[src/hw/rtl/s256_pkg.sv]
// Shared types, constants and round functions of the SHA-256 hash unit.
`default_nettype none
package s256_pkg;

    localparam int MSG_WORDS = 24;                        // words per message, 16..29
    localparam int CNT_W     = 5;                         // front word counter width
    localparam logic [CNT_W-1:0] LAST_IDX = CNT_W'(MSG_WORDS - 1);
    localparam logic [CNT_W-1:0] BLK_IDX  = CNT_W'(15);
    localparam logic [3:0]  PAD_POS  = 4'(MSG_WORDS - 16); // slot of the pad mark
    localparam logic [31:0] PAD_WORD = 32'h8000_0000;
    localparam logic [31:0] LEN_WORD = 32'(MSG_WORDS * 32);

    localparam int QDEPTH = 4;
    localparam int QAW    = 2;

    typedef struct packed {
        logic [31:0] word;
        logic        end_block;  // closes the first 512-bit block
        logic        end_msg;    // last word of the message
    } item_t;

    typedef enum logic [2:0] {
        ST_LOAD1,
        ST_LOAD2,
        ST_PAD,
        ST_ROUND,
        ST_FINAL,
        ST_OUT
    } state_t;

    function automatic logic [31:0] rotr(input logic [31:0] x, input int n);
        rotr = (x >> n) | (x << (32 - n));
    endfunction

    function automatic logic [31:0] bsig0(input logic [31:0] x);
        bsig0 = rotr(x, 2) ^ rotr(x, 13) ^ rotr(x, 22);
    endfunction

    function automatic logic [31:0] bsig1(input logic [31:0] x);
        bsig1 = rotr(x, 6) ^ rotr(x, 11) ^ rotr(x, 25);
    endfunction

    function automatic logic [31:0] ssig0(input logic [31:0] x);
        ssig0 = rotr(x, 7) ^ rotr(x, 18) ^ (x >> 3);
    endfunction

    function automatic logic [31:0] ssig1(input logic [31:0] x);
        ssig1 = rotr(x, 17) ^ rotr(x, 19) ^ (x >> 10);
    endfunction

    function automatic logic [31:0] init_hash(input logic [2:0] i);
        case (i)
            3'd0:    init_hash = 32'h6a09e667;
            3'd1:    init_hash = 32'hbb67ae85;
            3'd2:    init_hash = 32'h3c6ef372;
            3'd3:    init_hash = 32'ha54ff53a;
            3'd4:    init_hash = 32'h510e527f;
            3'd5:    init_hash = 32'h9b05688c;
            3'd6:    init_hash = 32'h1f83d9ab;
            default: init_hash = 32'h5be0cd19;
        endcase
    endfunction

    function automatic logic [31:0] round_k(input logic [5:0] t);
        case (t)
            6'd0:  round_k = 32'h428a2f98;  6'd1:  round_k = 32'h71374491;
            6'd2:  round_k = 32'hb5c0fbcf;  6'd3:  round_k = 32'he9b5dba5;
            6'd4:  round_k = 32'h3956c25b;  6'd5:  round_k = 32'h59f111f1;
            6'd6:  round_k = 32'h923f82a4;  6'd7:  round_k = 32'hab1c5ed5;
            6'd8:  round_k = 32'hd807aa98;  6'd9:  round_k = 32'h12835b01;
            6'd10: round_k = 32'h243185be;  6'd11: round_k = 32'h550c7dc3;
            6'd12: round_k = 32'h72be5d74;  6'd13: round_k = 32'h80deb1fe;
            6'd14: round_k = 32'h9bdc06a7;  6'd15: round_k = 32'hc19bf174;
            6'd16: round_k = 32'he49b69c1;  6'd17: round_k = 32'hefbe4786;
            6'd18: round_k = 32'h0fc19dc6;  6'd19: round_k = 32'h240ca1cc;
            6'd20: round_k = 32'h2de92c6f;  6'd21: round_k = 32'h4a7484aa;
            6'd22: round_k = 32'h5cb0a9dc;  6'd23: round_k = 32'h76f988da;
            6'd24: round_k = 32'h983e5152;  6'd25: round_k = 32'ha831c66d;
            6'd26: round_k = 32'hb00327c8;  6'd27: round_k = 32'hbf597fc7;
            6'd28: round_k = 32'hc6e00bf3;  6'd29: round_k = 32'hd5a79147;
            6'd30: round_k = 32'h06ca6351;  6'd31: round_k = 32'h14292967;
            6'd32: round_k = 32'h27b70a85;  6'd33: round_k = 32'h2e1b2138;
            6'd34: round_k = 32'h4d2c6dfc;  6'd35: round_k = 32'h53380d13;
            6'd36: round_k = 32'h650a7354;  6'd37: round_k = 32'h766a0abb;
            6'd38: round_k = 32'h81c2c92e;  6'd39: round_k = 32'h92722c85;
            6'd40: round_k = 32'ha2bfe8a1;  6'd41: round_k = 32'ha81a664b;
            6'd42: round_k = 32'hc24b8b70;  6'd43: round_k = 32'hc76c51a3;
            6'd44: round_k = 32'hd192e819;  6'd45: round_k = 32'hd6990624;
            6'd46: round_k = 32'hf40e3585;  6'd47: round_k = 32'h106aa070;
            6'd48: round_k = 32'h19a4c116;  6'd49: round_k = 32'h1e376c08;
            6'd50: round_k = 32'h2748774c;  6'd51: round_k = 32'h34b0bcb5;
            6'd52: round_k = 32'h391c0cb3;  6'd53: round_k = 32'h4ed8aa4a;
            6'd54: round_k = 32'h5b9cca4f;  6'd55: round_k = 32'h682e6ff3;
            6'd56: round_k = 32'h748f82ee;  6'd57: round_k = 32'h78a5636f;
            6'd58: round_k = 32'h84c87814;  6'd59: round_k = 32'h8cc70208;
            6'd60: round_k = 32'h90befffa;  6'd61: round_k = 32'ha4506ceb;
            6'd62: round_k = 32'hbef9a3f7;  default: round_k = 32'hc67178f2;
        endcase
    endfunction

endpackage
`default_nettype wire

[src/hw/rtl/sha256_fixed_96_byte_hash_unit.sv]
// Top level of the fixed-length SHA-256 hash unit.
// Usage:
//   Slave stream (s_): one 32-bit big-endian message word per beat, 24 beats
//   per message (96 bytes). No framing is needed; the unit counts words.
//   Master stream (m_): 8 digest words per message, word 0 first; m_tlast
//   marks the eighth word.
// Structure: a front end tags each word (end of first block, end of message)
//   and pushes it into a 4-entry queue; while loading a block the compression
//   core takes one queue word per cycle; it runs one SHA-256 round per cycle.
// Sequence per message: 16 words loaded, 64 rounds and a hash update for the
//   first block; the other 8 words, the padding words, 64 rounds and a hash
//   update for the second block; then 8 output beats. The round loop of the
//   core limits the message rate. The first digest word follows the padding,
//   the rounds and the hash update of the second block.
// The queue keeps taking words while the core computes or while a digest
//   waits, until it holds 4 words; then s_tready drops.
// A stalled receiver holds the digest word on m_tdata; the core waits.
// Reset (aresetn low, synchronous) empties the queue, clears the word count
//   and loads the standard initial hash values.
`default_nettype none
module sha256_fixed_96_byte_hash_unit (
    input  wire logic        aclk,
    input  wire logic        aresetn,
    input  wire logic        s_tvalid,
    output logic             s_tready,
    input  wire logic [31:0] s_tdata,   // [31:0] message_word
    output logic             m_tvalid,
    input  wire logic        m_tready,
    output logic [31:0]      m_tdata,   // [31:0] digest_word
    output logic             m_tlast    // last_word
);

    logic            push_valid, push_ready;
    s256_pkg::item_t push_item;
    logic            pop_valid, pop_ready;
    s256_pkg::item_t pop_item;

    s256_front u_front (
        .aclk       (aclk),
        .aresetn    (aresetn),
        .s_tvalid   (s_tvalid),
        .s_tready   (s_tready),
        .s_tdata    (s_tdata),
        .push_valid (push_valid),
        .push_ready (push_ready),
        .push_item  (push_item)
    );

    s256_queue u_queue (
        .aclk       (aclk),
        .aresetn    (aresetn),
        .push_valid (push_valid),
        .push_ready (push_ready),
        .push_item  (push_item),
        .pop_valid  (pop_valid),
        .pop_ready  (pop_ready),
        .pop_item   (pop_item)
    );

    s256_core u_core (
        .aclk      (aclk),
        .aresetn   (aresetn),
        .pop_valid (pop_valid),
        .pop_ready (pop_ready),
        .pop_item  (pop_item),
        .m_tvalid  (m_tvalid),
        .m_tready  (m_tready),
        .m_tdata   (m_tdata),
        .m_tlast   (m_tlast)
    );

endmodule
`default_nettype wire

[src/hw/rtl/s256_front.sv]
// Input front end: counts message words and tags block and message ends.
`default_nettype none
module s256_front (
    input  wire logic            aclk,
    input  wire logic            aresetn,
    input  wire logic            s_tvalid,
    output logic                 s_tready,
    input  wire logic [31:0]     s_tdata,
    output logic                 push_valid,
    input  wire logic            push_ready,
    output s256_pkg::item_t      push_item
);

    logic [s256_pkg::CNT_W-1:0] count_reg, count_next;

    assign s_tready   = push_ready;
    assign push_valid = s_tvalid;

    always_comb begin
        push_item.word      = s_tdata;
        push_item.end_block = (count_reg == s256_pkg::BLK_IDX);
        push_item.end_msg   = (count_reg == s256_pkg::LAST_IDX);
        count_next = count_reg;
        if (s_tvalid && push_ready) begin
            count_next = push_item.end_msg ? '0 : count_reg + 1'b1;
        end
    end

    always_ff @(posedge aclk) begin
        if (!aresetn) begin
            count_reg <= '0;
        end else begin
            count_reg <= count_next;
        end
    end

endmodule
`default_nettype wire

[src/hw/rtl/s256_queue.sv]
// Short word queue between the front end and the compression core.
`default_nettype none
module s256_queue (
    input  wire logic            aclk,
    input  wire logic            aresetn,
    input  wire logic            push_valid,
    output logic                 push_ready,
    input  wire s256_pkg::item_t push_item,
    output logic                 pop_valid,
    input  wire logic            pop_ready,
    output s256_pkg::item_t      pop_item
);

    s256_pkg::item_t             mem_reg [s256_pkg::QDEPTH];
    logic [s256_pkg::QAW-1:0]    wr_ptr_reg, wr_ptr_next;
    logic [s256_pkg::QAW-1:0]    rd_ptr_reg, rd_ptr_next;
    logic [s256_pkg::QAW:0]      fill_reg, fill_next;
    logic                        do_push, do_pop;

    always_comb begin
        push_ready  = (fill_reg != (s256_pkg::QAW+1)'(s256_pkg::QDEPTH));
        pop_valid   = (fill_reg != '0);
        pop_item    = mem_reg[rd_ptr_reg];
        do_push     = push_valid && push_ready;
        do_pop      = pop_valid && pop_ready;
        wr_ptr_next = do_push ? wr_ptr_reg + 1'b1 : wr_ptr_reg;
        rd_ptr_next = do_pop ? rd_ptr_reg + 1'b1 : rd_ptr_reg;
        fill_next   = fill_reg;
        if (do_push && !do_pop) begin
            fill_next = fill_reg + 1'b1;
        end else if (do_pop && !do_push) begin
            fill_next = fill_reg - 1'b1;
        end
    end

    always_ff @(posedge aclk) begin
        if (do_push) begin
            mem_reg[wr_ptr_reg] <= push_item;
        end
    end

    always_ff @(posedge aclk) begin
        if (!aresetn) begin
            wr_ptr_reg <= '0;
            rd_ptr_reg <= '0;
            fill_reg   <= '0;
        end else begin
            wr_ptr_reg <= wr_ptr_next;
            rd_ptr_reg <= rd_ptr_next;
            fill_reg   <= fill_next;
        end
    end

endmodule
`default_nettype wire

[src/hw/rtl/s256_core.sv]
// Compression core: schedule window, one round per cycle, digest output.
`default_nettype none
module s256_core (
    input  wire logic            aclk,
    input  wire logic            aresetn,
    input  wire logic            pop_valid,
    output logic                 pop_ready,
    input  wire s256_pkg::item_t pop_item,
    output logic                 m_tvalid,
    input  wire logic            m_tready,
    output logic [31:0]          m_tdata,
    output logic                 m_tlast
);

    s256_pkg::state_t state_reg, state_next;
    logic [31:0] hash_reg  [8];
    logic [31:0] hash_next [8];
    logic [31:0] work_reg  [8];   // a..h
    logic [31:0] work_next [8];
    logic [31:0] sched_reg [16];  // W[t] .. W[t+15]
    logic [31:0] sched_next[16];
    logic [5:0]  round_reg, round_next;
    logic [3:0]  cnt_reg, cnt_next;
    logic [2:0]  idx_reg, idx_next;
    logic        blk2_reg, blk2_next;
    logic        msgend_reg, msgend_next;

    logic        do_shift;
    logic [31:0] shift_in;
    logic [31:0] w_new, t1, t2;

    always_comb begin
        w_new = s256_pkg::ssig1(sched_reg[14]) + sched_reg[9]
              + s256_pkg::ssig0(sched_reg[1]) + sched_reg[0];
        t1 = work_reg[7] + s256_pkg::bsig1(work_reg[4])
           + (work_reg[6] ^ (work_reg[4] & (work_reg[5] ^ work_reg[6])))
           + s256_pkg::round_k(round_reg) + sched_reg[0];
        t2 = s256_pkg::bsig0(work_reg[0])
           + ((work_reg[0] & work_reg[1]) ^ (work_reg[2] & (work_reg[0] ^ work_reg[1])));
    end

    always_comb begin
        state_next  = state_reg;
        hash_next   = hash_reg;
        work_next   = work_reg;
        round_next  = round_reg;
        cnt_next    = cnt_reg;
        idx_next    = idx_reg;
        blk2_next   = blk2_reg;
        msgend_next = msgend_reg;
        do_shift    = 1'b0;
        shift_in    = pop_item.word;
        pop_ready   = 1'b0;
        m_tvalid    = 1'b0;
        m_tdata     = hash_reg[idx_reg];
        m_tlast     = (idx_reg == 3'd7);

        case (state_reg)
            s256_pkg::ST_LOAD1: begin
                pop_ready = 1'b1;
                if (pop_valid) begin
                    do_shift = 1'b1;
                    if (pop_item.end_msg) begin
                        msgend_next = 1'b1;
                    end
                    if (pop_item.end_block) begin
                        work_next  = hash_reg;
                        round_next = '0;
                        state_next = s256_pkg::ST_ROUND;
                    end
                end
            end
            s256_pkg::ST_LOAD2: begin
                pop_ready = 1'b1;
                if (pop_valid) begin
                    do_shift = 1'b1;
                    cnt_next = cnt_reg + 1'b1;
                    if (pop_item.end_msg) begin
                        state_next = s256_pkg::ST_PAD;
                    end
                end
            end
            s256_pkg::ST_PAD: begin
                do_shift = 1'b1;
                if (cnt_reg == s256_pkg::PAD_POS) begin
                    shift_in = s256_pkg::PAD_WORD;
                end else if (cnt_reg == 4'd15) begin
                    shift_in = s256_pkg::LEN_WORD;
                end else begin
                    shift_in = '0;
                end
                cnt_next = cnt_reg + 1'b1;
                if (cnt_reg == 4'd15) begin
                    blk2_next  = 1'b1;
                    work_next  = hash_reg;
                    round_next = '0;
                    state_next = s256_pkg::ST_ROUND;
                end
            end
            s256_pkg::ST_ROUND: begin
                do_shift     = 1'b1;
                shift_in     = w_new;
                work_next[7] = work_reg[6];
                work_next[6] = work_reg[5];
                work_next[5] = work_reg[4];
                work_next[4] = work_reg[3] + t1;
                work_next[3] = work_reg[2];
                work_next[2] = work_reg[1];
                work_next[1] = work_reg[0];
                work_next[0] = t1 + t2;
                round_next   = round_reg + 1'b1;
                if (round_reg == 6'd63) begin
                    state_next = s256_pkg::ST_FINAL;
                end
            end
            s256_pkg::ST_FINAL: begin
                for (int i = 0; i < 8; i++) begin
                    hash_next[i] = hash_reg[i] + work_reg[i];
                end
                cnt_next = '0;
                idx_next = '0;
                if (blk2_reg) begin
                    state_next = s256_pkg::ST_OUT;
                end else if (msgend_reg) begin
                    // sixteen-word message: second block is padding only
                    cnt_next   = s256_pkg::PAD_POS;
                    state_next = s256_pkg::ST_PAD;
                end else begin
                    state_next = s256_pkg::ST_LOAD2;
                end
            end
            s256_pkg::ST_OUT: begin
                m_tvalid = 1'b1;
                if (m_tready) begin
                    idx_next = idx_reg + 1'b1;
                    if (idx_reg == 3'd7) begin
                        for (int i = 0; i < 8; i++) begin
                            hash_next[i] = s256_pkg::init_hash(3'(i));
                        end
                        blk2_next   = 1'b0;
                        msgend_next = 1'b0;
                        state_next  = s256_pkg::ST_LOAD1;
                    end
                end
            end
            default: begin
                state_next = s256_pkg::ST_LOAD1;
            end
        endcase

        for (int i = 0; i < 16; i++) begin
            sched_next[i] = sched_reg[i];
        end
        if (do_shift) begin
            for (int i = 0; i < 15; i++) begin
                sched_next[i] = sched_reg[i+1];
            end
            sched_next[15] = shift_in;
        end
    end

    always_ff @(posedge aclk) begin
        sched_reg <= sched_next;
        work_reg  <= work_next;
    end

    always_ff @(posedge aclk) begin
        if (!aresetn) begin
            state_reg  <= s256_pkg::ST_LOAD1;
            round_reg  <= '0;
            cnt_reg    <= '0;
            idx_reg    <= '0;
            blk2_reg   <= 1'b0;
            msgend_reg <= 1'b0;
            for (int i = 0; i < 8; i++) begin
                hash_reg[i] <= s256_pkg::init_hash(3'(i));
            end
        end else begin
            state_reg  <= state_next;
            round_reg  <= round_next;
            cnt_reg    <= cnt_next;
            idx_reg    <= idx_next;
            blk2_reg   <= blk2_next;
            msgend_reg <= msgend_next;
            hash_reg   <= hash_next;
        end
    end

endmodule
`default_nettype wire
[config.mk]
export PLATFORM = sky130hd
export DESIGN_NAME = sha256_fixed_96_byte_hash_unit
export DESIGN_NICKNAME = d
export VERILOG_FILES = /design/src/hw/rtl/s256_pkg.sv /design/src/hw/rtl/sha256_fixed_96_byte_hash_unit.sv /design/src/hw/rtl/s256_front.sv /design/src/hw/rtl/s256_queue.sv /design/src/hw/rtl/s256_core.sv
export SDC_FILE = /design/constraint.sdc
export NUM_CORES = 2
export LEC_CHECK = 0
export BUFFER_PORTS_ARGS = -buffer_cell sky130_fd_sc_hd__buf_2
export CORE_AREA = 2 2 292 511
export DETAILED_ROUTE_END_ITERATION = 16
export DIE_AREA = 0 0 294 513
export PLACE_DENSITY = 0.63
export RECOVER_POWER = 50
export SYNTH_ARGS = -nofsm -noshare
export SYNTH_HDL_FRONTEND = slang
export SYNTH_HIERARCHICAL = 1
export SYNTH_SLANG_ARGS = --single-unit
[constraint.sdc]
create_clock -name aclk -period 29 [get_ports aclk]
set_input_delay 5.8 -clock aclk [delete_from_list [all_inputs] [get_ports aclk]]
set_output_delay 5.8 -clock aclk [all_outputs]
set_load 0.01 [all_outputs]
==> out/results.tsv <==
stage	metric	value	unit
worst_setup_path	critPathLaunchType	register	
logic_synthesis	syn-num-nets	7579	
clocking	h-tree-depth	3	
floorplan	dieArea	150800	sq um
timing	whs	0.4062	ns
cells_and_area	drive_above_1_share	8.199	%
placed_design	port_buffers	70	
routing	wl_met2	124700	microns
global_route	antenna_found_initial	5	
cells_and_area	mostFrequentLayoutCells	1,044 x nand2_1, 904 x edfxtp_1, 526 x inv_1	
floorplan	ios	71	
worst_setup_path	crit_arrival	14.85	ns
timing	period_share	49.83	%
timing	maxSlewHeadroom	-374.3	%
timing	clock_skew	0.03225	ns
routing	drtIter0Drc	4157	
routing	dr.max_layer_used	met4	
worst_hold_path	hold_depth	0	
floorplan	fp.dieW	294	microns
clocking	clk_path_buf_depth	3	
worst_setup_path	ff2ff_setup_slack	14.55	ns
cells_and_area	fill_cells	12850	
global_route	overflow	0	
logic_synthesis	synth_edf_count	904	
clocking	cts.sinks	1224	
cells_and_area	layout.nets	7558	
worst_setup_path	crit_required	29.40	ns
logic_synthesis	synth_cell_types	106	
logic_synthesis	postSynth.asyncResetShare	0	%
cells_and_area	multi_input_comb_area	36060	sq um
global_route	grt.total_usage	32.95	%
logic_synthesis	ys.warnings.count	6	
clocking	postCtsHoldBufs	0	
timing	finalHoldViolations	0	
cells_and_area	seqCellArea	33560	sq um
worst_setup_path	regToRegStartpoint	u_core/state_reg[2]$_SDFFE_PN0P_	
worst_hold_path	hold-path-endpoint	u_core/sched_reg[192]$_DFFE_PP_	
global_route	grt_pass1_vias	54640	
global_route	grt_start_max_net_pins	141	
timing	fin_setup_tns	0	ns
outcome	violations	max-capacitance violations, max-slew violations	
worst_setup_path	crit_fanout	140	
timing	rsz0062_at_grt	false	
routing	routedLengthMet1	84350	microns
floorplan	start_util	49.78	%
run	maxCapViolations	18	
placed_design	place.gp.congestion	0.9823	
timing	setup_viol	0	
logic_synthesis	netlist_area	72860	sq um
logic_synthesis	postSynthCellCount	6915	
routing	drt_pass1_iterations	9	
routing	postRouteAntennaNets	0	
clocking	numCtsBuffers	116	
routing	vias_per_cell	6.039	
worst_hold_path	hold_path.class	register to register	
worst_setup_path	worstSetupPathType	register to register	
worst_setup_path	reg2reg_to	u_core/work_reg[109]$_DFFE_PP_	
timing	fmax	0.06920	GHz
logic_synthesis	synth_seq_cells	1224	
worst_setup_path	cp-end-kind	register	
cells_and_area	area_delta_synth_final	8.321	%
timing	worstMarginPinSlew	7.115	ns
routing	drc_errors	0	
timing	fin_crit	14.45	ns
floorplan	core-area	146400	sq um
cells_and_area	layout_commonest_cell	nand2_1	
clocking	tritoncts	done	
routing	wl	249100	microns
global_route	grt_pass1_wl	360300	microns
routing	vias	53590	
logic_synthesis	avgSynthCellArea	10.54	sq um
worst_setup_path	r2r_cells	7	
cells_and_area	largest_reg_flops	512	
routing	post_drt_wl_per_cell	28.08	microns
logic_synthesis	synth_ff_type	edfxtp_1	
clocking	postCtsResizedCells	0	
routing	dr_wl_met3	11550	microns
logic_synthesis	ys_seq_area_share	46.05	%
floorplan	rows	186	
worst_hold_path	hp-start	u_core/sched_reg[160]$_DFFE_PP_	
placed_design	hpwl	183500	microns
clocking	root_buffer	clkbuf_16	
floorplan	fp.dieH	513	microns
timing	slew_viol_final	1091	
clocking	clkTransAtPathRegs	0.06	ns
clocking	postCtsSetupBuffers	0	
outcome	outcome	complete, but fails checks	
clocking	clk_latency	0.78	ns
==> cell families after synthesis <==
family,share of synthesized area (%)
flip-flops,46.05
multiplexers,4.240
AO/OA/AOI/OAI,14.07
adder cells (fa/ha/maj),12.80
AND/OR/NAND/NOR,10.79
XOR/XNOR,7.410
buffers and inverters,4.640
==> stage by stage <==
step	worst slack [ns]	std cells	util (%)	instance area (sq um)
6_report	14.55	8873	53.92	78930
3_5_place_dp	19.49	8656	51.32	75130
5_1_grt	13.80	8870	53.91	78920
3_3_place_gp	19.41	8656	51.32	75130
2_1_floorplan	5.699	6915	-	72860
4_1_cts	19.51	8869	53.98	79020
==> critical path, cell delays in order, from the launching register on <==
cell and delay [ns]:
dfxtp_1 0.63, nand2b_1 0.17, clkbuf_1 1.60, or2_0 1.52, clkbuf_1 1.93, clkbuf_1 5.04, clkbuf_1 2.42, o21ai_0 0.38
==> synth_stat cells (94+ instances only) <==
| cell type | count | area, sq um |
|---|---|---|
| a21o_1 | 175 | 1314 |
| edfxtp_1 | 904 | 27150 |
| o21ai_0 | 375 | 1877 |
| fa_1 | 196 | 3924 |
| dfxtp_1 | 320 | 6406 |
| a21oi_1 | 403 | 2017 |
| clkbuf_1 | 217 | 814.5 |
| o22ai_1 | 99 | 619.3 |
| inv_1 | 529 | 1986 |
| ha_1 | 432 | 5405 |
| mux4_2 | 94 | 2117 |
| nand2_1 | 1048 | 3934 |
| nor2_1 | 364 | 1366 |
| xnor2_1 | 346 | 3030 |
| xor2_1 | 266 | 2330 |
==> routing by layer <==
metal,track usage [%],vias up
met3,3.841,741
met1,34.00,26550
met4,31.60,0
li1,-,24430
met5,0,-
met2,57.39,1875
==> cell type report <==
class                           count  share of cell area, %
Timing Repair Buffer              169                  1.314
Antenna cell                        4                0.01268
Sequential cell                  1224                  42.52
Clock buffer                      144                  3.939
Clock inverter                     69                  1.000
Tap cell                         1880                  2.980
Inverter                          535                  2.549
Multi-Input combinational cell   4848                  45.68
==> how the worst max path moves through the flow <==
stage	from	end	cells past startpoint
finish	u_core/state_reg[2]$_SDFFE_PN0P_	u_core/work_reg[109]$_DFFE_PP_	7
detailed placement	aresetn	register	12
global placement	aresetn	register	13
CTS	u_core/idx_reg[0]$_SDFFE_PN0P_	m_tdata[31]	4
floorplan	u_queue/fill_reg[0]$_SDFFE_PN0P_	u_core/sched_reg[0]$_DFFE_PP_	3
global route	u_core/state_reg[2]$_SDFFE_PN0P_	u_core/work_reg[109]$_DFFE_PP_	7
Power is left out: the tool's default activity adds up to more than one toggle a clock period on the data nets, which glitch-free logic cannot reach.
